<file path="src/design/asos_pkg.sv">
`timescale 1ns / 1ps
// ----------------------------------------------------------------------------
// asos_pkg
// Shared widths, Q30 angle constants and the CORDIC arctangent table.
// ----------------------------------------------------------------------------
package asos_pkg;

  localparam int QB     = 30;   // internal fraction bits
  localparam int W      = 36;   // CORDIC datapath width
  localparam int IN_W   = 24;
  localparam int SEP_W  = 22;
  localparam int VEC_W  = 32;   // sine, cosine, vector component width
  localparam int SQ_W   = 62;   // square root operand width
  localparam int SQ_STEPS = 31; // result bits of the root
  localparam int NUM_LANES = 4;

  localparam int LANE_POLAR_A   = 0;
  localparam int LANE_AZIMUTH_A = 1;
  localparam int LANE_POLAR_B   = 2;
  localparam int LANE_AZIMUTH_B = 3;

  localparam logic signed [W-1:0] PI_Q      = 36'sd3373259426;
  localparam logic signed [W-1:0] HALF_PI_Q = 36'sd1686629713;
  localparam logic signed [W-1:0] TWO_PI_Q  = 36'sd6746518852;
  localparam logic signed [W-1:0] GAIN_Q    = 36'sd652032874;
  localparam logic signed [W-1:0] ONE_Q     = 36'sd1073741824;

  localparam logic signed [W-1:0] ATAN_HEAD [10] = '{
    36'sd843314856, 36'sd497837829, 36'sd263043836, 36'sd133525158, 36'sd67021686,
    36'sd33543515, 36'sd16775850, 36'sd8388437, 36'sd4194282, 36'sd2097149
  };

  // atan(2^-i) in Q30, truncated
  function automatic logic signed [W-1:0] atan_q(input int i);
    logic signed [W-1:0] r;
    if (i < 10) begin
      r = ATAN_HEAD[i];
    end else if (i <= QB) begin
      r = (W'(1) <<< (QB - i)) - W'(1);
    end else begin
      r = '0;
    end
    return r;
  endfunction

endpackage

</file>
<file path="src/design/asos_reduce.sv">
`timescale 1ns / 1ps
// ----------------------------------------------------------------------------
// asos_reduce
// Four-stage range reduction of one angle to [-pi/2, pi/2] in Q30.
// ----------------------------------------------------------------------------
module asos_reduce #(
  parameter int ANGLE_FRAC_BITS = 20
) (
  input  logic                              clk_i,
  input  logic [3:0]                        en_i,
  input  logic signed [asos_pkg::IN_W-1:0]  ang_i,
  output logic signed [asos_pkg::W-1:0]     z_o,
  output logic                              neg_o
);
  import asos_pkg::*;

  localparam int PRE   = QB - ANGLE_FRAC_BITS;
  localparam int RSH   = 40;
  localparam int Q_W   = 12;
  localparam int R_W   = 44;
  localparam int RCP_W = 27;
  localparam longint unsigned RECIP =
    ((64'd1 << (PRE + RSH)) + 64'(TWO_PI_Q) / 2) / 64'(TWO_PI_Q);
  localparam logic [RCP_W-1:0] RECIP_C = RCP_W'(RECIP);

  logic signed [IN_W+RCP_W:0] prod;
  logic signed [Q_W-1:0]      q_d, q_q;
  logic signed [IN_W-1:0]     v_q;
  logic signed [R_W-1:0]      r_full, qm;
  logic signed [W-1:0]        rem_d, rem_q, cor_d, cor_q, z_d;
  logic                       neg_d;

  // quotient estimate by reciprocal, off by at most one
  always_comb begin
    prod = ang_i * $signed({1'b0, RECIP_C});
    q_d  = Q_W'(prod >>> RSH);
  end

  always_comb begin
    r_full = R_W'(v_q) <<< PRE;
    qm     = R_W'(q_q) * R_W'(TWO_PI_Q);
    rem_d  = W'(r_full - qm);
  end

  always_comb begin
    if (rem_q < 0) begin
      cor_d = rem_q + TWO_PI_Q;
    end else if (rem_q >= TWO_PI_Q) begin
      cor_d = rem_q - TWO_PI_Q;
    end else begin
      cor_d = rem_q;
    end
  end

  // fold [0, 2pi) into [-pi/2, pi/2], sign flip where shifted by pi
  always_comb begin
    if (cor_q <= HALF_PI_Q) begin
      z_d   = cor_q;
      neg_d = 1'b0;
    end else if (cor_q < TWO_PI_Q - HALF_PI_Q) begin
      z_d   = cor_q - PI_Q;
      neg_d = 1'b1;
    end else begin
      z_d   = cor_q - TWO_PI_Q;
      neg_d = 1'b0;
    end
  end

  always_ff @(posedge clk_i) begin
    if (en_i[0]) begin
      q_q <= q_d;
      v_q <= ang_i;
    end
    if (en_i[1]) begin
      rem_q <= rem_d;
    end
    if (en_i[2]) begin
      cor_q <= cor_d;
    end
    if (en_i[3]) begin
      z_o   <= z_d;
      neg_o <= neg_d;
    end
  end
endmodule

</file>
<file path="config.mk">
export PLATFORM = sky130hd
export DESIGN_NAME = asos_reduce
export DESIGN_NICKNAME = d
export VERILOG_FILES = /design/src/design/asos_pkg.sv /design/src/design/asos_reduce.sv
export SDC_FILE = /design/constraint.sdc
export NUM_CORES = 1
export LEC_CHECK = 0
export ABC_AREA = 1
export ABC_CLOCK_PERIOD_IN_PS = 5600
export BUFFER_PORTS_ARGS = -buffer_cell sky130_fd_sc_hd__buf_4
export CORE_MARGIN = 4
export CORE_UTILIZATION = 25
export CTS_BUF_LIST = sky130_fd_sc_hd__clkbuf_4
export DETAILED_ROUTE_END_ITERATION = 10
export MAX_ROUTING_LAYER = met4
export SYNTH_ARGS = -nofsm -noshare
export SYNTH_HDL_FRONTEND = slang
export SYNTH_SLANG_ARGS = --single-unit
</file>
<file path="constraint.sdc">
create_clock -name clk_i -period 5.6 [get_ports clk_i]
set_input_delay 0.56 -clock clk_i [delete_from_list [all_inputs] [get_ports clk_i]]
set_output_delay 0.56 -clock clk_i [all_outputs]
set_load 0.03 [all_outputs]
</file>
# Word-level counts from Yosys, hierarchy flattened
# Index checks and enable logic that the tools add are counted.
# Widths: inputs -> output; s select.
totals:
  reg_bits: 136
  in_bits: 29
  output_inout_bits: 37
  word_cells: 22
op_classes:
  add_sub_neg: 5
  mul: 2
  magnitude_cmp: 4
  n_mux: 5
ops:
  columns: ["operator", "count"]
  rows:
  - ["$mux 36", 4]
  - ["$sub 36x34->36 const B", 2]
  - ["$mul 24x18->42 const B", 1]
  - ["$add 36x34->36 const B", 1]
  - ["$ge 36x34->1 const B", 1]
  - ["$le 36x32->1 const B", 1]
  - ["$lt 36x1->1 const B", 1]
  - ["$lt 36x34->1 const B", 1]
  - ["$sub 34x36->36", 1]
  - ["$sub 36x33->36 const B", 1]
  - ["$mul 3x32->34 const B", 1]
  - ["$mux 1", 1]

# Longest topological paths before layout
# Gate-level depths: netlist (run 1).
depth:
  ltp_word: 3
  depth_mapped: 25
  ltp_nobuf: 24

# Worst setup path before layout (run 1)
# Ideal clock, no wire load.
synth_path:
  kind: "input port to flip-flop"
  startpoint: "input port ang_i[23] (netlist name)"
  endpoint: "register q_q[1] (data pin)"
  t_arrival_ns: 4.839
  t_required_ns: 5.347
  slack_ns: 0.508
  cell_stages: 20
  path_cell_list: "buf_2 inv_2 clkbuf_1 fa_1 inv_1 ha_1 ha_1 fa_1 fa_1 inv_1 fa_1 inv_1 ha_1 nand2_1 inv_1 nand3_1 nor4b_1 nand3_1 nand4_1 nand2_1"
synth_between:
  elab_chain_cells: 1
synth_rtl:
  columns: ["item", "line_no", "text"]
  rows:
  - ["from (decl)", "asos_reduce.sv:11", "input logic signed [asos_pkg::IN_W-1:0] ang_i,"]
  - ["$mul 24x18->42", "asos_reduce.sv:35", "prod = ang_i * $signed({1'b0, RECIP_C});"]
  - ["named net prod[41]", "asos_reduce.sv:26", "logic signed [IN_W+RCP_W:0] prod;"]
  - ["to (signal assigned)", "asos_reduce.sv:71", "q_q <= q_d;"]
  - ["to (decl)", "asos_reduce.sv:27", "logic signed [Q_W-1:0] q_d, q_q;"]
# The timed path passes the listed nets, and every way through them passes these cells.
# A chain may end at the register's enable or synchronous reset.

# Worst setup path in the final report (run 1)
layout_path:
  startpoint: "register q_q[0]"
  endpoint: "register rem_q[35] (data pin)"
layout_between:
  elab_chain_cells: 2
layout_rtl:
  columns: ["item", "line_no", "text"]
  rows:
  - ["$mul 3x32->34", "asos_reduce.sv:41", "qm = R_W'(q_q) * R_W'(TWO_PI_Q);"]
  - ["$sub 34x36->36", "asos_reduce.sv:42", "rem_d = W'(r_full - qm);"]
  - ["named net rem_d[35]", "asos_reduce.sv:30", "logic signed [W-1:0] rem_d, rem_q, cor_d, cor_q, z_d;"]
  - ["to (signal assigned)", "asos_reduce.sv:75", "rem_q <= rem_d;"]
  - ["to (decl)", "asos_reduce.sv:30", null]
# The timed path passes the listed nets, and every way through them passes these cells.

==> summary.txt, run 1 <==
Synth async-reset ratio -> 0%
Mapped Area -> 0.02152 mm²
worst rel slew slack -> 28.91%
post-synth top area cell -> edfxtp_1
global placement routability congestion -> 0.9581
Setup TNS -> 0 ns
Worst-Skew Late Latency -> 0.64 ns
Initial Util -> 25.23%
Hold Vio Cnt, Final -> 0
CTS resizes -> 0
post-synthesis compound-gate area fraction -> 8.047%
via count -> 19350
Die ar. -> 0.09084 mm²
Tmin final -> 4.865 ns
CTS root buf -> clkbuf_4
Hold Path Depth -> 1
syn nets -> 3456
clock tree buffer depth -> 2
CP most frequent cell -> nand2_1
GRT Total Usage -> 14.87%
I/O Pins -> 66
post-synthesis cell count -> 3045
Core Box Area -> 0.08528 mm²
slew of the pin with the lowest slew margin -> 1.064 ns
synthesized flop and latch total -> 131
hpwl dp -> 54840 µm
Post-CTS Hold Fix Bufs -> 0
Yosys warning total -> 0
Post-synth EDFFs -> 131
syn avg cell area -> 7.067 µm²
Starting DRT DRC Count -> 1261
mux share of post-synthesis cell area -> 0.05233%
adder-cell share of the synthesized area -> 28.36%
main combinational cell family by area after synthesis -> simple AND/OR/NAND/NOR gates
die extent in y -> 301.4 µm
final instance area -> 0.02333 mm²
simple-gate portion of the synthesized area -> 30.18%
status -> finished clean
Cell Rows -> 107
Area contributors post-synth -> edfxtp_1 (18%), fa_1 (16%), nand2_1 (16%)
critical path type -> reg2reg
Fmax -> 205.6 MHz
Final Max Tran Viols -> 0
# Max-Cap Violations -> 0
XOR/XNOR share of the synthesized area -> 4.111%
Crit Path Max Fanout -> 10
DR DRC count -> 0
drt pass-1 iters -> 8
startpoint types -> flop
Hold Path Class -> in2reg
largest net degree at the start of global routing -> 45
CTS tree -> yes
critical-path cell list -> fa_1 -> ha_1 -> inv_1 -> o211ai_1 -> nand2_1 -> nand2_1 -> nand2_1 -> o21ai_0 -> xor2_1 -> ha_1 -> a21o_1 -> a21boi_0 -> or2_2 -> nand2_1 -> nand2_1 -> nand4_1 -> nand3_1 -> nand2_1
CP peak stage delay -> 0.68 ns
layout cell share with drive strength beyond 1 -> 6.491%
Detailed Route WL -> 65440 µm
GRT overflow -> 0
first-pass GRT wire length -> 104100 µm
initial antenna violation count -> 2
setup violators final -> 0
Worst Path Buf+Inv -> 1
Synth cell types -> 61
number of global-route vias before repair -> 19420
Post-CTS Setup Inserts -> 0
RSZ-0062 raised after global routing -> no
post-route ant nets -> 0
H-tree levels -> 4
vias per inst -> 4.578
CTS clock-pin slew for the worst setup and hold paths -> 0.16 ns
CTS sink cnt -> 131
Post-DP Area -> 0.02309 mm²
Clock Skews -> 0.04713 ns
Area Overhead vs Synth -> 8.431%
nets@finish -> 3481
Final period util -> 86.87%
R2R depth -> 18
crit path max-delay cell type -> fa_1
die width -> 301.4 µm
crit end category -> flop
sequential share of the synthesized area -> 18.28%
area fraction of the dominant cell type after synthesis -> 18.28%
delay-heaviest family, CP -> adder cells
routed wire length per instance -> 15.48 µm
Worst Path Arrival -> 5.24 ns
WP depth -> 18
Synth Flop Type -> edfxtp_1
Num CTS Buffers -> 17
port bufs -> 64
worst endpoint required time -> 5.98 ns
[path summary, 6_finish.rpt]
path,start,to,slack (ns)
worst max-delay path,q_q[0],rem_q[35],0.74
worst min-delay path,ang_i[7],v_q[7],0.16
worst max register to register,q_q[0],rem_q[35],0.74
worst min register to register,cor_q[3],z_o[3],0.67
[sequential cells by signal, summed over array words and instances, names as in the netlist]
name	count
z_o	35
cor_q	34
rem_q	34
v_q	24
q_q	3
neg_o	1
[cell families (layout without fill, tap and decap cells)]
family                   after synthesis  count (layout)
XOR/XNOR                             101             101
buffers and inverters                582             618
other                                  1               3
AO/OA/AOI/OAI                        316             316
AND/OR/NAND/NOR                     1530            1530
multiplexers                           1               1
flip-flops                           131             131
adder cells (fa/ha/maj)              383             383
[synthesized netlist by cell type, drive strengths merged, types with 7 or more instances]
cell,count
a21o,8
a21oi,149
a31oi,11
buf,60
clkbuf,8
edfxtp,131
fa,175
ha,207
inv,512
nand2,930
nand3,192
nand3b,8
nand4,48
nor2,275
nor3,46
nor4,7
o21ai,115
o21bai,12
or2,12
xnor2,22
xor2,79
[metrics by stage]
step	instances	hold slack, ns	setup WS [ns]	utilization, %
after floorplan	3045	0.5490	0.5083	-
after global placement	4195	0.6662	0.07590	27.07
after detailed placement	4195	0.6727	0.05431	27.07
after CTS	4225	0.1114	0.7647	27.36
after global routing	4227	0.1176	0.3788	27.36
final	4227	0.1635	0.7352	27.36
[cell type report]
cell class | instances | area (µm²)
inverter | 514 | 1936
sequential | 131 | 3934
clock buffer | 17 | 127.6
multi-input combinational | 2332 | 15230
fill | 9444 | 61950
antenna | 2 | 5.005
tap | 1144 | 1431
clock inverter | 13 | 115.1
timing repair buffer | 74 | 555.5
[layer usage]
metal  share of wire, %  track usage [%]  vias to the layer above
met5                  0                -                        -
met4                3.4            4.982                        0
met3                4.5            1.728                      112
met2                 49            25.85                      528
met1                 43            17.92                     8995
li1                   -                -                     9716
[cell usage in the layout (no fill, tap or decap), types with 5 or more instances in the layout]
master | synthesis | final
nor2_1 | 252 | 252
nand3_1 | 189 | 189
nor4_1 | 7 | 7
a21o_1 | 8 | 8
edfxtp_1 | 131 | 131
fa_1 | 175 | 175
clkinvlp_4 | 0 | 6
ha_1 | 207 | 207
nand2_2 | 15 | 15
nor2_2 | 17 | 17
a31oi_1 | 11 | 11
clkbuf_4 | 0 | 17
o211ai_1 | 5 | 5
nand3b_1 | 8 | 8
and2_1 | 6 | 6
o21ai_1 | 15 | 15
or2_2 | 7 | 7
o21bai_1 | 12 | 12
a21oi_1 | 146 | 146
nand2_1 | 908 | 908
inv_2 | 31 | 31
nor3_1 | 45 | 45
nand2_4 | 6 | 6
inv_1 | 479 | 479
xor2_1 | 79 | 79
nand4_1 | 47 | 47
o21a_1 | 6 | 6
nor2_4 | 6 | 6
buf_4 | 15 | 74
o21ai_0 | 98 | 98
xnor2_1 | 22 | 22
Power of run 1 is not shown: default switching activity piles up to over one toggle a cycle in this logic, so the estimate is an artifact.
==> inputs of run 2 (changes only) <==
==> constraint.sdc (replaced) <==
create_clock -name clk_i -period 5.6 [get_ports clk_i]
set_input_delay 0.28 -clock clk_i [delete_from_list [all_inputs] [get_ports clk_i]]
set_output_delay 0.28 -clock clk_i [all_outputs]
set_load 0.03 [all_outputs]
==> run 2 against run 1 <==
Design area grew 1.0%. Sequential share of layout area shrank 0.17 points. Via count grew 0.47%. Largest cell class unchanged. The run now ends with DRC left. Die area is the same. Worst setup slack lost 0.26 ns.
==> summary.txt, run 2 (synthesis results as in run 1) <==
dpl ws -> 0.3611 ns
CTS sink cnt -> 131
Worst-Skew Late Latency -> 0.64 ns
violated checks -> DRC
CTS tree -> yes
CTS clock-pin slew for the worst setup and hold paths -> 0.14 ns
worst endpoint required time -> 6.01 ns
RSZ-0062 raised after global routing -> no
die extent in y -> 301.4 µm
CP most frequent cell -> fa_1
Cell Rows -> 107
number of global-route vias before repair -> 19480
Post-Place Cells -> 4192
Hold Path Class -> in2reg
most frequent cells in the layout -> nand2_1 (908), inv_1 (479), nor2_1 (252)
clock tree buffer depth -> 2
Crit Path Max Fanout -> 7
DR DRC count -> 2
Area Overhead vs Synth -> 9.559%
global placement routability congestion -> 0.9559
Worst Path Arrival -> 5.53 ns
layout cell share with drive strength beyond 1 -> 6.411%
nets@finish -> 3502
Largest register FFs -> 35
delay-heaviest family, CP -> adder cells
GRT Total Usage -> 14.81%
port bufs -> 64
Hold Vio Cnt, Final -> 0
commonest non-fill, non-tap cell in the layout -> nand2_1
crit end category -> flop
Worst Path Buf+Inv -> 6
vias per inst -> 4.574
H-tree levels -> 4
post-route insts no fill -> 4251
Reg with most FFs -> z_o
CTS root buf -> clkbuf_4
Starting DRT DRC Count -> 1168
# Max-Cap Violations -> 0
Detailed Route WL -> 65000 µm
Post-CTS Setup Inserts -> 0
CP peak stage delay -> 0.55 ns
Die ar. -> 0.09084 mm²
slew of the pin with the lowest slew margin -> 1.026 ns
Setup TNS -> 0 ns
first-pass GRT wire length -> 103500 µm
critical path type -> in2reg
WHS -> 0.07543 ns
die width -> 301.4 µm
Regs by FF count -> z_o x35, cor_q x34, rem_q x34
via count -> 19440
Core Box Area -> 0.08528 mm²
fin worst setup slack -> 0.4798 ns
routed wire length per instance -> 15.29 µm
I/O Pins -> 66
setup violators final -> 0
Clock Skews -> 0.02230 ns
Final period util -> 91.43%
status -> complete, but fails checks
Tmin final -> 5.120 ns
startpoint types -> input pin
worst rel slew slack -> 31.44%
CTS resizes -> 0
crit path max-delay cell type -> fa_1
post-route ant nets -> 0
critical-path cell list -> dlygate4sd3_1 -> buf_4 -> inv_1 -> fa_1 -> fa_1 -> inv_1 -> ha_1 -> fa_1 -> fa_1 -> inv_1 -> fa_1 -> inv_1 -> ha_1 -> nand4_1 -> nor4b_1 -> nand3_1 -> nand4_1 -> nand2_1
Fmax -> 195.3 MHz
initial antenna violation count -> 2
largest net degree at the start of global routing -> 45
hpwl dp -> 54540 µm
Final Max Tran Viols -> 0
Num CTS Buffers -> 17
drt pass-1 iters -> 11
Initial Util -> 25.23%
GRT overflow -> 0
==> run 2: per-layer routing <==
layer	global-route usage [%]	wire, µm	vias to the layer above
met3	1.649	2468	115
met1	17.95	28340	9093
met5	-	0	-
met2	25.70	31860	463
li1	-	-	9771
met4	4.845	2318	0
==> run 2: final timing paths <==
path | cells past startpoint | slack (ns) | from | to
max | 18 | 0.48 | ang_i[20] | q_q[1]
min reg2reg | 2 | 0.71 | cor_q[3] | z_o[3]
min | 1 | 0.08 | en_i[0] | v_q[19]
max reg2reg | 20 | 0.69 | q_q[0] | rem_q[35]
==> run 2: through the flow <==
stage	instance area (µm²)	util, %
2_1_floorplan	21520	-
3_3_place_gp	23060	27.04
3_5_place_dp	23060	27.04
4_1_cts	23570	27.64
5_1_grt	23570	27.64
6_report	23580	27.65
==> run 2: cell type report <==
type,count,area [µm²]
well taps,1144,1431
diodes,3,7.507
clock inverters,14,130.1
fillers,9496,61700
multi-input cells,2332,15230
repair buffers,95,773.2
flip-flops and latches,131,3934
clock buffers,18,135.1
inverters,514,1936
==> run 2: worst reg2reg max path: cells and delay by family, from the launching register on <==
kind,cells,cell delay [ns]
AND/OR/NAND/NOR,9,1.36
adder cells (fa/ha/maj),4,1.12
flip-flops,1,0.71
buffers and inverters,4,0.66
AO/OA/AOI/OAI,2,0.53
XOR/XNOR,1,0.31
==> run 2: what timing repair did <==
action | in CTS | in global routing
endpoints found under the hold margin | 24 | 0
endpoints found under the setup margin | 0 | 0
hold buffers | 24 | 0
Power of run 2 is left out for the same reason.
==> inputs of run 3 (changes only) <==
--- a/config.mk
+++ b/config.mk
@@ -13,6 +13,7 @@
 export CTS_BUF_LIST = sky130_fd_sc_hd__clkbuf_4
 export DETAILED_ROUTE_END_ITERATION = 10
 export MAX_ROUTING_LAYER = met4
+export RECOVER_POWER = 100
 export SYNTH_ARGS = -nofsm -noshare
 export SYNTH_HDL_FRONTEND = slang
 export SYNTH_SLANG_ARGS = --single-unit
==> run 3 against run 2 <==
Non-clock buffer count did not move. The run ends with capacitance limit, slew limit left. Sequential share of layout area rose by 0.17 points. Largest cell class unchanged. Clock skew barely moved.
==> summary.txt, run 3 (synthesis results as in run 1) <==
global placement routability congestion -> 0.9559
CTS tree -> yes
fillers -> 9550
nets@finish -> 3502
Worst-Skew Late Latency -> 0.65 ns
Starting DRT DRC Count -> 1104
via count -> 19450
Setup TNS -> 0 ns
violated checks -> capacitance limit, slew limit
delay-heaviest family, CP -> adder cells
final instance area -> 0.02334 mm²
Largest register FFs -> 35
Tmin final -> 5.206 ns
H-tree levels -> 4
die extent in y -> 301.4 µm
I/O Pins -> 66
slew of the pin with the lowest slew margin -> 2.934 ns
hpwl dp -> 54540 µm
GRT overflow -> 0
setup violators final -> 0
Reg with most FFs -> z_o
CTS clock-pin slew for the worst setup and hold paths -> 0.14 ns
drt pass-1 iters -> 6
CTS root buf -> clkbuf_4
RSZ-0062 raised after global routing -> no
clock tree buffer depth -> 2
Initial Util -> 25.23%
Area Overhead vs Synth -> 8.471%
Cell Rows -> 107
Worst Path Buf+Inv -> 7
die width -> 301.4 µm
CP peak stage delay -> 0.54 ns
dpl ws -> 0.3611 ns
Die ar. -> 0.09084 mm²
Clock Skews -> 0.02207 ns
Post-DP Area -> 0.02306 mm²
DR DRC count -> 0
Worst Path Arrival -> 5.62 ns
crit end category -> flop
startpoint types -> input pin
status -> complete, but fails checks
routed wire length per instance -> 15.33 µm
post-route ant nets -> 0
Detailed Route WL -> 65150 µm
Hold Path Class -> in2reg
Fmax -> 192.1 MHz
vias per inst -> 4.577
worst rel slew slack -> -95.59%
critical path type -> in2reg
GRT Total Usage -> 14.81%
CTS sink cnt -> 131
layout cell share with drive strength beyond 1 -> 4.607%
critical-path cell list -> dlygate4sd3_1 -> clkbuf_1 -> inv_1 -> fa_1 -> fa_1 -> inv_1 -> ha_1 -> fa_1 -> fa_1 -> inv_1 -> fa_1 -> inv_1 -> ha_1 -> nand2_1 -> inv_1 -> nand3_1 -> nor3_1 -> nand3_1 -> nand4_1 -> nand2_1
CTS resizes -> 0
Regs by FF count -> z_o x35, cor_q x34, rem_q x34
port bufs -> 64
number of global-route vias before repair -> 19480
Hold Vio Cnt, Final -> 0
Final period util -> 92.97%
Num CTS Buffers -> 17
most frequent cells in the layout -> nand2_1 (912), inv_1 (481), nor2_1 (253)
fin worst setup slack -> 0.3937 ns
Core Box Area -> 0.08528 mm²
Crit Path Max Fanout -> 7
worst endpoint required time -> 6.02 ns
# Max-Cap Violations -> 6
commonest non-fill, non-tap cell in the layout -> nand2_1
crit path max-delay cell type -> fa_1
largest net degree at the start of global routing -> 45
initial antenna violation count -> 2
first-pass GRT wire length -> 103500 µm
Final Max Tran Viols -> 211
-- run 3: cell count changes in the layout (fill, tap and decap cells not counted), sizes merged --
cell    delta
diode      -1
clkbuf    +46
buf       -46
-- run 3: area by class of cell --
| cell class | instances | area [µm²] | area share, % |
|---|---|---|---|
| well taps | 1144 | 1431 | 6.132 |
| inverters | 514 | 1936 | 8.292 |
| flip-flops and latches | 131 | 3934 | 16.85 |
| clock buffers | 18 | 135.1 | 0.5789 |
| clock inverters | 14 | 130.1 | 0.5575 |
| multi-input cells | 2332 | 15170 | 64.99 |
| diodes | 2 | 5.005 | 0.02144 |
| repair buffers | 95 | 600.6 | 2.573 |
-- run 3: path summary, 6_finish.rpt --
path | start | end | slack (ns) | depth (start not counted)
min reg2reg | cor_q[3] | z_o[3] | 0.69 | 2
max | ang_i[14] | q_q[1] | 0.39 | 20
max reg2reg | rem_q[35] | cor_q[4] | 0.55 | 12
min | ang_i[19] | v_q[19] | 0.42 | 2
-- run 3: repair_timing --
item	in CTS	in global routing
hold endpoints to repair	24	0
setup buffers	0	0
hold buffers	24	0
-- run 3: through the flow --
step | util [%] | hold WS, ns | std cells
detailed placement | 27.04 | 0.5423 | 4192
CTS | 27.64 | 0.03114 | 4248
global route | 27.37 | 0.3862 | 4250
floorplan | - | 0.3789 | 3045
global placement | 27.04 | 0.5374 | 4192
finish | 27.37 | 0.4166 | 4250
-- run 3: metal layers --
layer	wire, µm	global-route usage (%)
met5	0	-
met2	31880	25.70
met3	2429	1.649
met4	2331	4.845
met1	28500	17.95
Power of run 3 is left out for the same reason.
