--- config.mk ---
export PLATFORM = sky130hd
export DESIGN_NAME = asos_cordic_cell
export DESIGN_NICKNAME = d
export VERILOG_FILES = /design/src/design/asos_pkg.sv /design/src/design/asos_cordic_cell.sv
export SDC_FILE = /design/constraint.sdc
export NUM_CORES = 1
export LEC_CHECK = 0
export BUFFER_PORTS_ARGS = -buffer_cell sky130_fd_sc_hd__clkbuf_2
export CAP_MARGIN = 10
export CELL_PAD_IN_SITES_DETAIL_PLACEMENT = 0
export CELL_PAD_IN_SITES_GLOBAL_PLACEMENT = 1
export CORE_ASPECT_RATIO = 1.4
export CORE_MARGIN = 2
export CORE_UTILIZATION = 43
export DETAILED_ROUTE_END_ITERATION = 12
export PLACE_DENSITY = 0.84
export SETUP_SLACK_MARGIN = 0.2
export SLEW_MARGIN = 10
export SYNTH_ARGS = -nofsm -noshare
export SYNTH_HDL_FRONTEND = slang
export SYNTH_SLANG_ARGS = --single-unit
--- constraint.sdc ---
create_clock -name clk_i -period 5.3 [get_ports clk_i]
set_input_delay 0.795 -clock clk_i [delete_from_list [all_inputs] [get_ports clk_i]]
set_output_delay 0.795 -clock clk_i [all_outputs]
set_load 0.005 [all_outputs]
--- src/design/asos_pkg.sv ---
`timescale 1ns / 1ps
// ----------------------------------------------------------------------------
// asos_pkg
// Shared widths, Q30 angle constants and the CORDIC arctangent table.
// ----------------------------------------------------------------------------
package asos_pkg;

  localparam int QB     = 30;   // internal fraction bits
  localparam int W      = 36;   // CORDIC datapath width
  localparam int IN_W   = 24;
  localparam int SEP_W  = 22;
  localparam int VEC_W  = 32;   // sine, cosine, vector component width
  localparam int SQ_W   = 62;   // square root operand width
  localparam int SQ_STEPS = 31; // result bits of the root
  localparam int NUM_LANES = 4;

  localparam int LANE_POLAR_A   = 0;
  localparam int LANE_AZIMUTH_A = 1;
  localparam int LANE_POLAR_B   = 2;
  localparam int LANE_AZIMUTH_B = 3;

  localparam logic signed [W-1:0] PI_Q      = 36'sd3373259426;
  localparam logic signed [W-1:0] HALF_PI_Q = 36'sd1686629713;
  localparam logic signed [W-1:0] TWO_PI_Q  = 36'sd6746518852;
  localparam logic signed [W-1:0] GAIN_Q    = 36'sd652032874;
  localparam logic signed [W-1:0] ONE_Q     = 36'sd1073741824;

  localparam logic signed [W-1:0] ATAN_HEAD [10] = '{
    36'sd843314856, 36'sd497837829, 36'sd263043836, 36'sd133525158, 36'sd67021686,
    36'sd33543515, 36'sd16775850, 36'sd8388437, 36'sd4194282, 36'sd2097149
  };

  // atan(2^-i) in Q30, truncated
  function automatic logic signed [W-1:0] atan_q(input int i);
    logic signed [W-1:0] r;
    if (i < 10) begin
      r = ATAN_HEAD[i];
    end else if (i <= QB) begin
      r = (W'(1) <<< (QB - i)) - W'(1);
    end else begin
      r = '0;
    end
    return r;
  endfunction

endpackage

--- src/design/asos_cordic_cell.sv ---
`timescale 1ns / 1ps
// ----------------------------------------------------------------------------
// asos_cordic_cell
// One CORDIC iteration, rotation or vectoring mode, with a carried tag.
// ----------------------------------------------------------------------------
module asos_cordic_cell #(
  parameter int STEP      = 0,
  parameter bit VECTORING = 1'b0,
  parameter int TAG_W     = 1
) (
  input  logic                          clk_i,
  input  logic                          en_i,
  input  logic signed [asos_pkg::W-1:0] x_i,
  input  logic signed [asos_pkg::W-1:0] y_i,
  input  logic signed [asos_pkg::W-1:0] z_i,
  input  logic [TAG_W-1:0]              tag_i,
  output logic signed [asos_pkg::W-1:0] x_o,
  output logic signed [asos_pkg::W-1:0] y_o,
  output logic signed [asos_pkg::W-1:0] z_o,
  output logic [TAG_W-1:0]              tag_o
);
  import asos_pkg::*;

  localparam logic signed [W-1:0] ATAN = atan_q(STEP);

  logic signed [W-1:0] dx, dy, x_d, y_d, z_d;
  logic                up;

  always_comb begin
    dx = y_i >>> STEP;
    dy = x_i >>> STEP;
    up = VECTORING ? !(y_i > 0) : (z_i >= 0);
    if (up) begin
      x_d = x_i - dx;
      y_d = y_i + dy;
      z_d = z_i - ATAN;
    end else begin
      x_d = x_i + dx;
      y_d = y_i - dy;
      z_d = z_i + ATAN;
    end
  end

  always_ff @(posedge clk_i) begin
    if (en_i) begin
      x_o   <= x_d;
      y_o   <= y_d;
      z_o   <= z_d;
      tag_o <= tag_i;
    end
  end
endmodule

After elaboration in Yosys (flattened, before gate mapping)
Cells that the tools add are included.
{"block": "op_classes", "addsub": 5, "magnitude_cmp": 1, "mux": 3}
{"op": "36-bit two-way mux", "n": 3}
{"op": "36-bit subtractor", "n": 2}
{"op": "36-bit by 31-bit adder with 36-bit output (second input constant)", "n": 1}
{"op": "36-bit adder", "n": 1}
{"op": "36-bit by 1-bit >= comparator with 1-bit output (second input constant)", "n": 1}
{"op": "36-bit by 31-bit subtractor with 36-bit output (second input constant)", "n": 1}
{"block": "word_totals", "reg_bits": 109, "inputBits": 111, "output_inout_bits": 109}

Longest topological paths before layout
Gate-level depths: netlist (run 1).
{"block": "depth", "depth_word": 2, "ltp_mapped": 19}

Least setup slack after synthesis (run 1)
Ideal clock, no wire load.
{"block": "synth_path", "path_kind": "input port to flip-flop", "start": "input z_i[35] (netlist name)", "end": "register z_o[32] (netlist name), data pin", "arrival_ns": 4.600, "required_ns": 5.042, "slack_ns": 0.442, "stages": 18, "cell_sequence": "inv_1 -> ha_1 -> nor4b_1 -> nand4_1 -> nor3_1 -> nand2b_1 -> clkbuf_1 -> clkbuf_1 -> ha_1 -> a211oi_1 -> o21ai_1 -> nand4_1 -> o21ai_1 -> a311o_1 -> a211oi_1 -> o31ai_1 -> a21oi_1 -> xnor2_1"}
{"block": "synth_between", "elab_chain_cells": 2}
{"element": "from (decl)", "line_no": "asos_cordic_cell.sv:15", "text": "input logic signed [asos_pkg::W-1:0] z_i,"}
{"element": "36-bit by 1-bit >= comparator with 1-bit output", "line_no": "asos_cordic_cell.sv:32", "text": "up = VECTORING ? !(y_i > 0) : (z_i >= 0);"}
{"element": "36-bit two-way mux", "line_no": "asos_cordic_cell.sv:33", "text": "if (up) begin"}
{"element": "via z_d[32]", "line_no": "asos_cordic_cell.sv:26", "text": "logic signed [W-1:0] dx, dy, x_d, y_d, z_d;"}
{"element": "to (signal assigned)", "line_no": "asos_cordic_cell.sv:48", "text": "z_o <= z_d;"}
{"element": "to (decl)", "line_no": "asos_cordic_cell.sv:19", "text": "output logic signed [asos_pkg::W-1:0] z_o,"}
The timed path passes the listed nets, and every way through them passes these cells.
A chain may end at the register's enable or synchronous reset.

Worst setup path in the final report (run 1)
{"block": "layout_path", "start": "input z_i[4] (netlist name)", "end": "register z_o[35] (netlist name), data pin"}
{"block": "layout_between", "elab_chain_cells": 2, "word_cells_on_any_way": 4, "classes_between": "add/sub: 2; order compare: 1; mux: 1"}
{"element": "36-bit by 31-bit adder with 36-bit output (tied with other cells)", "line_no": "asos_cordic_cell.sv:40", "text": "z_d = z_i + ATAN;"}
{"element": "36-bit two-way mux (*)", "line_no": "asos_cordic_cell.sv:33"}
{"element": "via z_d[35]", "line_no": "asos_cordic_cell.sv:26"}
The timed path passes the listed nets; every way through them passes the cells marked *.

==> run_summary.xml, run 1 <==
<?xml version="1.0" encoding="UTF-8"?>
<metrics>
  <group name="clock_network">
    <metric name="cts_tree" unit="">yes</metric>
    <metric name="post_cts_resized" unit="">0</metric>
    <metric name="clock-sinks" unit="">108</metric>
    <metric name="cts_root_buffer" unit="">sky130_fd_sc_hd__clkbuf_16</metric>
    <metric name="max-clock-path-buffers" unit="">2</metric>
    <metric name="htreeDepth" unit="">3</metric>
    <metric name="cts.reportedPaths.clkPinSlew" unit="ns">0.08</metric>
    <metric name="cts_inserted_buffers" unit="">9</metric>
    <metric name="post_cts.repair.setup_buffers" unit="">0</metric>
    <metric name="post_cts_hold_buffer_count" unit="">0</metric>
  </group>
  <group name="route">
    <metric name="num_vias" unit="">10819</metric>
    <metric name="routed_via_density" unit="">5.83</metric>
    <metric name="finalWirelength" unit="µm">36800</metric>
    <metric name="drt_first_pass_iters" unit="">5</metric>
    <metric name="first_iter_violations" unit="">599</metric>
    <metric name="drcViolationCount" unit="">0</metric>
    <metric name="post_drt_wl_per_cell" unit="µm">19.8</metric>
    <metric name="remaining_antenna_violation_count_after_routing" unit="">0</metric>
  </group>
  <group name="worst_setup_path">
    <metric name="timing.critical_path.to_type" unit="">flop</metric>
    <metric name="critical_path_peak_fanout" unit="">59</metric>
    <metric name="cp.buffers_inverters" unit="">3</metric>
    <metric name="timing.critical_path.slowest_cell_delay" unit="ns">0.51</metric>
    <metric name="crit_path_cell_trace" unit="">clkbuf_2, nor4_1, nand4_1, nor3_1, nand2b_4, inv_2, buf_4, ha_1, and3_1, nand3_1, o311ai_1, a211oi_1, o31ai_1, a21oi_1, xnor2_1</metric>
    <metric name="critical-path-top-delay-family" unit="">simple AND/OR/NAND/NOR gates</metric>
    <metric name="cp.required" unit="ns">5.43</metric>
    <metric name="worst_path_max_delay_cell" unit="">sky130_fd_sc_hd__nor4_1</metric>
    <metric name="critical_path_start_end_classification" unit="">in -&gt; reg</metric>
    <metric name="worst_ep_arrival_time" unit="ns">4.67</metric>
    <metric name="worst_setup_path_start_kind" unit="">input port</metric>
  </group>
  <group name="global_route">
    <metric name="grt_usage" unit="%">25.8</metric>
    <metric name="first_global_vias" unit="">10677</metric>
    <metric name="antenna_found_initial" unit="">0</metric>
    <metric name="grt_start_max_net_pins" unit="">64</metric>
    <metric name="grt.overflow.total" unit="">0</metric>
    <metric name="grt_pass1_wl" unit="µm">56000</metric>
  </group>
  <group name="place">
    <metric name="dpl.hpwl" unit="µm">29700</metric>
    <metric name="placement.cell_area" unit="µm²">12700</metric>
    <metric name="place.gp.congestion" unit="">0.961</metric>
    <metric name="io_buffers" unit="">219</metric>
    <metric name="placement.setup.worst_slack" unit="ns">0.324</metric>
  </group>
  <group name="sta">
    <metric name="timing.final.hold_violations" unit="">0</metric>
    <metric name="setup-violations-final" unit="">0</metric>
    <metric name="grt_setup_unrepaired" unit="">false</metric>
    <metric name="timing.final.crit_share" unit="%">85.6</metric>
    <metric name="setup_tns" unit="ns">0</metric>
    <metric name="slew_headroom" unit="%">40.4</metric>
    <metric name="period_needed" unit="ns">4.54</metric>
    <metric name="maxClockFrequency" unit="GHz">0.220</metric>
    <metric name="finalMaxSlewViolations" unit="">0</metric>
    <metric name="timing.final.ws_setup" unit="ns">0.761</metric>
    <metric name="worstMarginPinSlew" unit="ns">0.883</metric>
  </group>
  <group name="die">
    <metric name="dieWidth" unit="µm">141</metric>
    <metric name="fp.dieArea" unit="µm²">27800</metric>
    <metric name="row_count" unit="">70</metric>
    <metric name="die_h" unit="µm">196</metric>
    <metric name="start_util" unit="%">43.6</metric>
    <metric name="num_io_pins" unit="">220</metric>
    <metric name="floorplan.core_area" unit="µm²">26100</metric>
  </group>
  <group name="hold_path">
    <metric name="hold_path_end" unit="">tag_o</metric>
    <metric name="holdCritStartpoint" unit="">tag_i</metric>
    <metric name="worstHoldPathType" unit="">in -&gt; reg</metric>
    <metric name="whs_path_depth" unit="">1</metric>
  </group>
  <group name="run">
    <metric name="cap_violations" unit="">0</metric>
  </group>
  <group name="logic_synthesis">
    <metric name="ys_top_cells_by_count" unit="">170 x sky130_fd_sc_hd__a21oi_1, 137 x sky130_fd_sc_hd__ha_1, 131 x sky130_fd_sc_hd__inv_1, 108 x sky130_fd_sc_hd__edfxtp_1, 93 x sky130_fd_sc_hd__nor2_1</metric>
    <metric name="synthArstFlopShare" unit="%">0</metric>
    <metric name="synth_most_common_cell" unit="">sky130_fd_sc_hd__a21oi_1</metric>
    <metric name="number_of_unique_standard_cell_types_used_by_synthesis" unit="">79</metric>
    <metric name="postSynthCellCount" unit="">1344</metric>
    <metric name="postSynthNetCount" unit="">1596</metric>
    <metric name="synth.top_cell.area_share" unit="%">28.5</metric>
    <metric name="ys.flop_type" unit="">sky130_fd_sc_hd__edfxtp_1</metric>
    <metric name="post-synth-top-area-cell" unit="">sky130_fd_sc_hd__edfxtp_1</metric>
    <metric name="netlist_top_cells_area" unit="">sky130_fd_sc_hd__edfxtp_1 29%, sky130_fd_sc_hd__ha_1 15%, sky130_fd_sc_hd__a21oi_1 7.5%</metric>
    <metric name="synth_area" unit="µm²">11400</metric>
    <metric name="yosysWarnings" unit="">0</metric>
    <metric name="synth_enable_flop_cells" unit="">108</metric>
    <metric name="avgSynthCellArea" unit="µm²">8.47</metric>
    <metric name="synth-seq-cells" unit="">108</metric>
    <metric name="synth_seq_area_share" unit="%">28.5</metric>
  </group>
  <group name="final_layout">
    <metric name="post_route_cells_drive_above_1_share" unit="%">17.6</metric>
    <metric name="num_antenna_cells" unit="">0</metric>
    <metric name="final-seq-area" unit="µm²">3240</metric>
    <metric name="area_delta_synth_final" unit="%">14.5</metric>
    <metric name="finalNetCount" unit="">1779</metric>
    <metric name="multi_input_comb_area" unit="µm²">7390</metric>
    <metric name="layout.filler_cells" unit="">2583</metric>
    <metric name="finish.instance_area" unit="µm²">13000</metric>
  </group>
  <group name="pwr">
    <metric name="cellPowerDensity" unit="nW/µm²">245</metric>
    <metric name="p_int" unit="mW">2.05</metric>
    <metric name="netSwitchingPower" unit="mW">1.15</metric>
    <metric name="power_switching_share" unit="%">36.1</metric>
    <metric name="p_seq_share" unit="%">36.7</metric>
    <metric name="max-vdd-ir-drop" unit="mV">0.180</metric>
    <metric name="pwr-share-comb" unit="%">39.7</metric>
    <metric name="clkPwrFrac" unit="%">23.6</metric>
    <metric name="static_leak" unit="nW">6.02</metric>
  </group>
  <group name="status">
    <metric name="outcome" unit="">finished, final reports clean</metric>
  </group>
</metrics>
## worst max-delay path by stage
stage	depth (start not counted)	startpoint	endpoint	slack, ns
final	15	z_i[4]	z_o[35]	0.76
after global routing	15	z_i[3]	z_o[35]	0.48
after CTS	15	z_i[3]	z_o[35]	0.72
after detailed placement	15	z_i[3]	z_o[35]	0.32
after global placement	15	z_i[4]	z_o[35]	0.44
after floorplan	18	z_i[35]	z_o[32]	0.44
## stage by stage
step           cells  power, mW  utilization (%)  hold slack (ns)
2_1_floorplan   1344       1.97                -            0.894
3_3_place_gp    1840       2.45             48.7            0.973
3_5_place_dp    1840       2.45             48.7            0.974
4_1_cts         1856       3.21             49.9            0.582
5_1_grt         1856       3.37             49.9            0.593
6_report        1856       3.20             49.9            0.597
## power groups by stage
stage / Combinational, mW / Sequential, mW / Clock (mW)
floorplan: 0.767 / 1.20 / 0
global placement: 1.25 / 1.19 / 0
detailed placement: 1.25 / 1.19 / 0
CTS: 1.26 / 1.18 / 0.771
global route: 1.39 / 1.19 / 0.793
finish: 1.27 / 1.17 / 0.754
## cell usage in the layout, fill, tap and decap left out, types with 21 or more instances in the layout
master | synthesis | final
sky130_fd_sc_hd__a21o_1 | 55 | 55
sky130_fd_sc_hd__a21oi_1 | 170 | 170
sky130_fd_sc_hd__clkbuf_2 | 0 | 218
sky130_fd_sc_hd__edfxtp_1 | 108 | 108
sky130_fd_sc_hd__ha_1 | 137 | 137
sky130_fd_sc_hd__inv_1 | 131 | 130
sky130_fd_sc_hd__nand2_1 | 66 | 66
sky130_fd_sc_hd__nand3_1 | 22 | 22
sky130_fd_sc_hd__nor2_1 | 93 | 93
sky130_fd_sc_hd__nor3_1 | 21 | 21
sky130_fd_sc_hd__o21ai_0 | 74 | 74
sky130_fd_sc_hd__o21ai_1 | 23 | 23
sky130_fd_sc_hd__o21bai_1 | 28 | 28
sky130_fd_sc_hd__xnor2_1 | 79 | 79
## final cells by class
cell class                      instances  area share (%)
Clock inverter                          6           0.653
Clock buffer                           10            1.76
Multi-Input combinational cell       1042            56.7
Inverter                              139            4.00
Timing Repair Buffer                  227            8.89
Sequential cell                       108            24.9
Tap cell                              324            3.11
## cells by family (layout without fill, tap and decap cells)
family | Yosys count | in the layout | synth area share, %
AOI/OAI and AO/OA | 481 | 481 | 27.0
xor gates and xnor gates | 95 | 95 | 7.31
adders and majority gates | 141 | 141 | 15.8
buffers and inverters | 194 | 382 | 6.63
DFF | 108 | 108 | 28.5
muxes | 11 | 11 | 0.968
and+or+nand+nor | 314 | 314 | 13.8
## registers in the layout (all words and copies together), names as in the netlist
register  flops
tag_o         1
x_o          36
y_o          35
z_o          36
## routing by layer
layer,share of wire (%),routed length (µm),vias to the layer above,GRT usage [%]
met1,38,14100,5093,28.0
met3,4.3,1600,93,2.99
met2,53,19400,383,49.0
li1,-,-,5250,-
met4,4.6,1700,0,12.7
met5,0,0,-,0
(Power assumes the default switching activity.)
==> inputs of run 2 (changes only) <==
--- a/config.mk
+++ b/config.mk
@@ -7,7 +7,7 @@
 export LEC_CHECK = 0
 export BUFFER_PORTS_ARGS = -buffer_cell sky130_fd_sc_hd__clkbuf_2
 export CAP_MARGIN = 10
-export CELL_PAD_IN_SITES_DETAIL_PLACEMENT = 0
+export CELL_PAD_IN_SITES_DETAIL_PLACEMENT = 1
 export CELL_PAD_IN_SITES_GLOBAL_PLACEMENT = 1
 export CORE_ASPECT_RATIO = 1.4
 export CORE_MARGIN = 2
==> run_summary.xml, run 2 (synthesized netlist as in run 1, its figures left out) <==
<?xml version="1.0" encoding="UTF-8"?>
<metrics>
  <group name="global_route">
    <metric name="grt_start_max_net_pins" unit="">64</metric>
    <metric name="grt_usage" unit="%">28.2</metric>
    <metric name="grt.overflow.total" unit="">0</metric>
    <metric name="grt_pass1_wl" unit="µm">61400</metric>
    <metric name="first_global_vias" unit="">11578</metric>
    <metric name="antenna_found_initial" unit="">0</metric>
  </group>
  <group name="final_layout">
    <metric name="num_antenna_cells" unit="">0</metric>
    <metric name="finish.instance_area" unit="µm²">13000</metric>
    <metric name="post_route_cells_drive_above_1_share" unit="%">17.6</metric>
    <metric name="layout_commonest_cell" unit="">sky130_fd_sc_hd__clkbuf_2</metric>
    <metric name="commonest_cells_after_routing_fill_and_taps_aside" unit="">218 x sky130_fd_sc_hd__clkbuf_2, 170 x sky130_fd_sc_hd__a21oi_1, 137 x sky130_fd_sc_hd__ha_1</metric>
    <metric name="finalNetCount" unit="">1779</metric>
    <metric name="biggestRegsByFlops" unit="">x_o x36, z_o x36, y_o x35</metric>
    <metric name="final_cells" unit="">1856</metric>
    <metric name="area_delta_synth_final" unit="%">14.3</metric>
  </group>
  <group name="clock_network">
    <metric name="post_cts_hold_buffer_count" unit="">0</metric>
    <metric name="post_cts.repair.setup_buffers" unit="">0</metric>
    <metric name="htreeDepth" unit="">3</metric>
    <metric name="post_cts_resized" unit="">0</metric>
    <metric name="clock-sinks" unit="">108</metric>
    <metric name="max-clock-path-buffers" unit="">2</metric>
    <metric name="cts.reportedPaths.clkPinSlew" unit="ns">0.08</metric>
    <metric name="cts_tree" unit="">yes</metric>
    <metric name="cts_root_buffer" unit="">sky130_fd_sc_hd__clkbuf_16</metric>
    <metric name="cts_inserted_buffers" unit="">9</metric>
  </group>
  <group name="route">
    <metric name="num_vias" unit="">11129</metric>
    <metric name="finalWirelength" unit="µm">39700</metric>
    <metric name="routed_via_density" unit="">6.00</metric>
    <metric name="post_drt_wl_per_cell" unit="µm">21.4</metric>
    <metric name="first_iter_violations" unit="">528</metric>
    <metric name="drt_first_pass_iters" unit="">5</metric>
    <metric name="drcViolationCount" unit="">0</metric>
    <metric name="remaining_antenna_violation_count_after_routing" unit="">0</metric>
  </group>
  <group name="die">
    <metric name="num_io_pins" unit="">220</metric>
    <metric name="die_h" unit="µm">196</metric>
    <metric name="start_util" unit="%">43.6</metric>
    <metric name="dieWidth" unit="µm">141</metric>
    <metric name="fp.dieArea" unit="µm²">27800</metric>
    <metric name="floorplan.core_area" unit="µm²">26100</metric>
    <metric name="row_count" unit="">70</metric>
  </group>
  <group name="hold_path">
    <metric name="worstHoldPathType" unit="">in -&gt; reg</metric>
    <metric name="holdCritStartpoint" unit="">tag_i</metric>
  </group>
  <group name="worst_setup_path">
    <metric name="timing.critical_path.to_type" unit="">flop</metric>
    <metric name="timing.critical_path.from" unit="">z_i[3]</metric>
    <metric name="worst_path_max_delay_cell" unit="">sky130_fd_sc_hd__nor4_1</metric>
    <metric name="critical_path_peak_fanout" unit="">59</metric>
    <metric name="critical_path_start_end_classification" unit="">in -&gt; reg</metric>
    <metric name="timing.critical_path.depth" unit="">15</metric>
    <metric name="endpoint" unit="">z_o[35]</metric>
    <metric name="cp.buffers_inverters" unit="">3</metric>
    <metric name="crit_path_cell_trace" unit="">clkbuf_2, nor4_1, nand4_1, nor3_1, nand2b_4, inv_2, buf_4, ha_1, and3_1, nand3_1, o311ai_1, a211oi_1, o31ai_1, a21oi_1, xnor2_1</metric>
    <metric name="worst_ep_arrival_time" unit="ns">4.71</metric>
    <metric name="worst_setup_path_start_kind" unit="">input port</metric>
    <metric name="timing.critical_path.slowest_cell_delay" unit="ns">0.49</metric>
    <metric name="cp.required" unit="ns">5.43</metric>
    <metric name="critical-path-top-delay-family" unit="">simple AND/OR/NAND/NOR gates</metric>
  </group>
  <group name="sta">
    <metric name="slew_headroom" unit="%">38.7</metric>
    <metric name="timing.final.crit_share" unit="%">86.5</metric>
    <metric name="worstMarginPinSlew" unit="ns">0.897</metric>
    <metric name="finalMaxSlewViolations" unit="">0</metric>
    <metric name="maxClockFrequency" unit="GHz">0.218</metric>
    <metric name="grt_setup_unrepaired" unit="">false</metric>
    <metric name="setup-violations-final" unit="">0</metric>
    <metric name="period_needed" unit="ns">4.58</metric>
    <metric name="timing.final.ws_setup" unit="ns">0.718</metric>
    <metric name="setup_tns" unit="ns">0</metric>
    <metric name="timing.final.hold_violations" unit="">0</metric>
  </group>
  <group name="place">
    <metric name="dpl.hpwl" unit="µm">32200</metric>
    <metric name="place.gp.congestion" unit="">0.961</metric>
    <metric name="placement.cell_area" unit="µm²">12700</metric>
    <metric name="placement.setup.worst_slack" unit="ns">0.302</metric>
    <metric name="place.detailed.instances" unit="">1840</metric>
    <metric name="io_buffers" unit="">219</metric>
  </group>
  <group name="status">
    <metric name="outcome" unit="">finished, final reports clean</metric>
  </group>
  <group name="run">
    <metric name="cap_violations" unit="">0</metric>
  </group>
  <group name="pwr">
    <metric name="max-vdd-ir-drop" unit="mV">0.173</metric>
    <metric name="cellPowerDensity" unit="nW/µm²">245</metric>
    <metric name="total_power_draw" unit="mW">3.19</metric>
    <metric name="static_leak" unit="nW">6.01</metric>
  </group>
</metrics>
## run 2: layer usage
metal  track usage, %  vias to the layer above  share of wire, %
met5                0                        -                 0
met4             13.5                        0               4.5
met3             2.82                      110               4.3
met2             54.7                      413                54
met1             30.1                     5365                37
li1                 -                     5241                 -
## run 2: layout make-up
class / instances / area (µm²)
clock buffers: 9 / 225
clock inverters: 7 / 65.1
fillers: 3235 / 13100
inverters: 139 / 522
multi-input cells: 1042 / 7390
flip-flops and latches: 108 / 3240
well taps: 324 / 405
repair buffers: 227 / 1160
## run 2: power by group
group / internal (mW) / total (mW) / switching [mW]
registers: 1.13 / 1.18 / 0.0486
clock network: 0.366 / 0.712 / 0.346
logic: 0.501 / 1.30 / 0.794
total: 2.00 / 3.19 / 1.19
## run 2: through the flow
step | hold WS (ns) | util, %
5_1_grt | 0.592 | 49.8
4_1_cts | 0.579 | 49.8
3_5_place_dp | 0.975 | 48.7
3_3_place_gp | 0.973 | 48.7
6_report | 0.594 | 49.8
2_1_floorplan | 0.894 | -
## run 2: worst min path at each step
| stage | endpoint | slack (ns) | depth (start not counted) |
|---|---|---|---|
| 2_1_floorplan | tag_o | 0.89 | 0 |
| 3_3_place_gp | tag_o | 0.97 | 1 |
| 3_5_place_dp | tag_o | 0.97 | 1 |
| 4_1_cts | tag_o | 0.58 | 1 |
| 5_1_grt | tag_o | 0.59 | 1 |
| 6_report | tag_o | 0.59 | 1 |
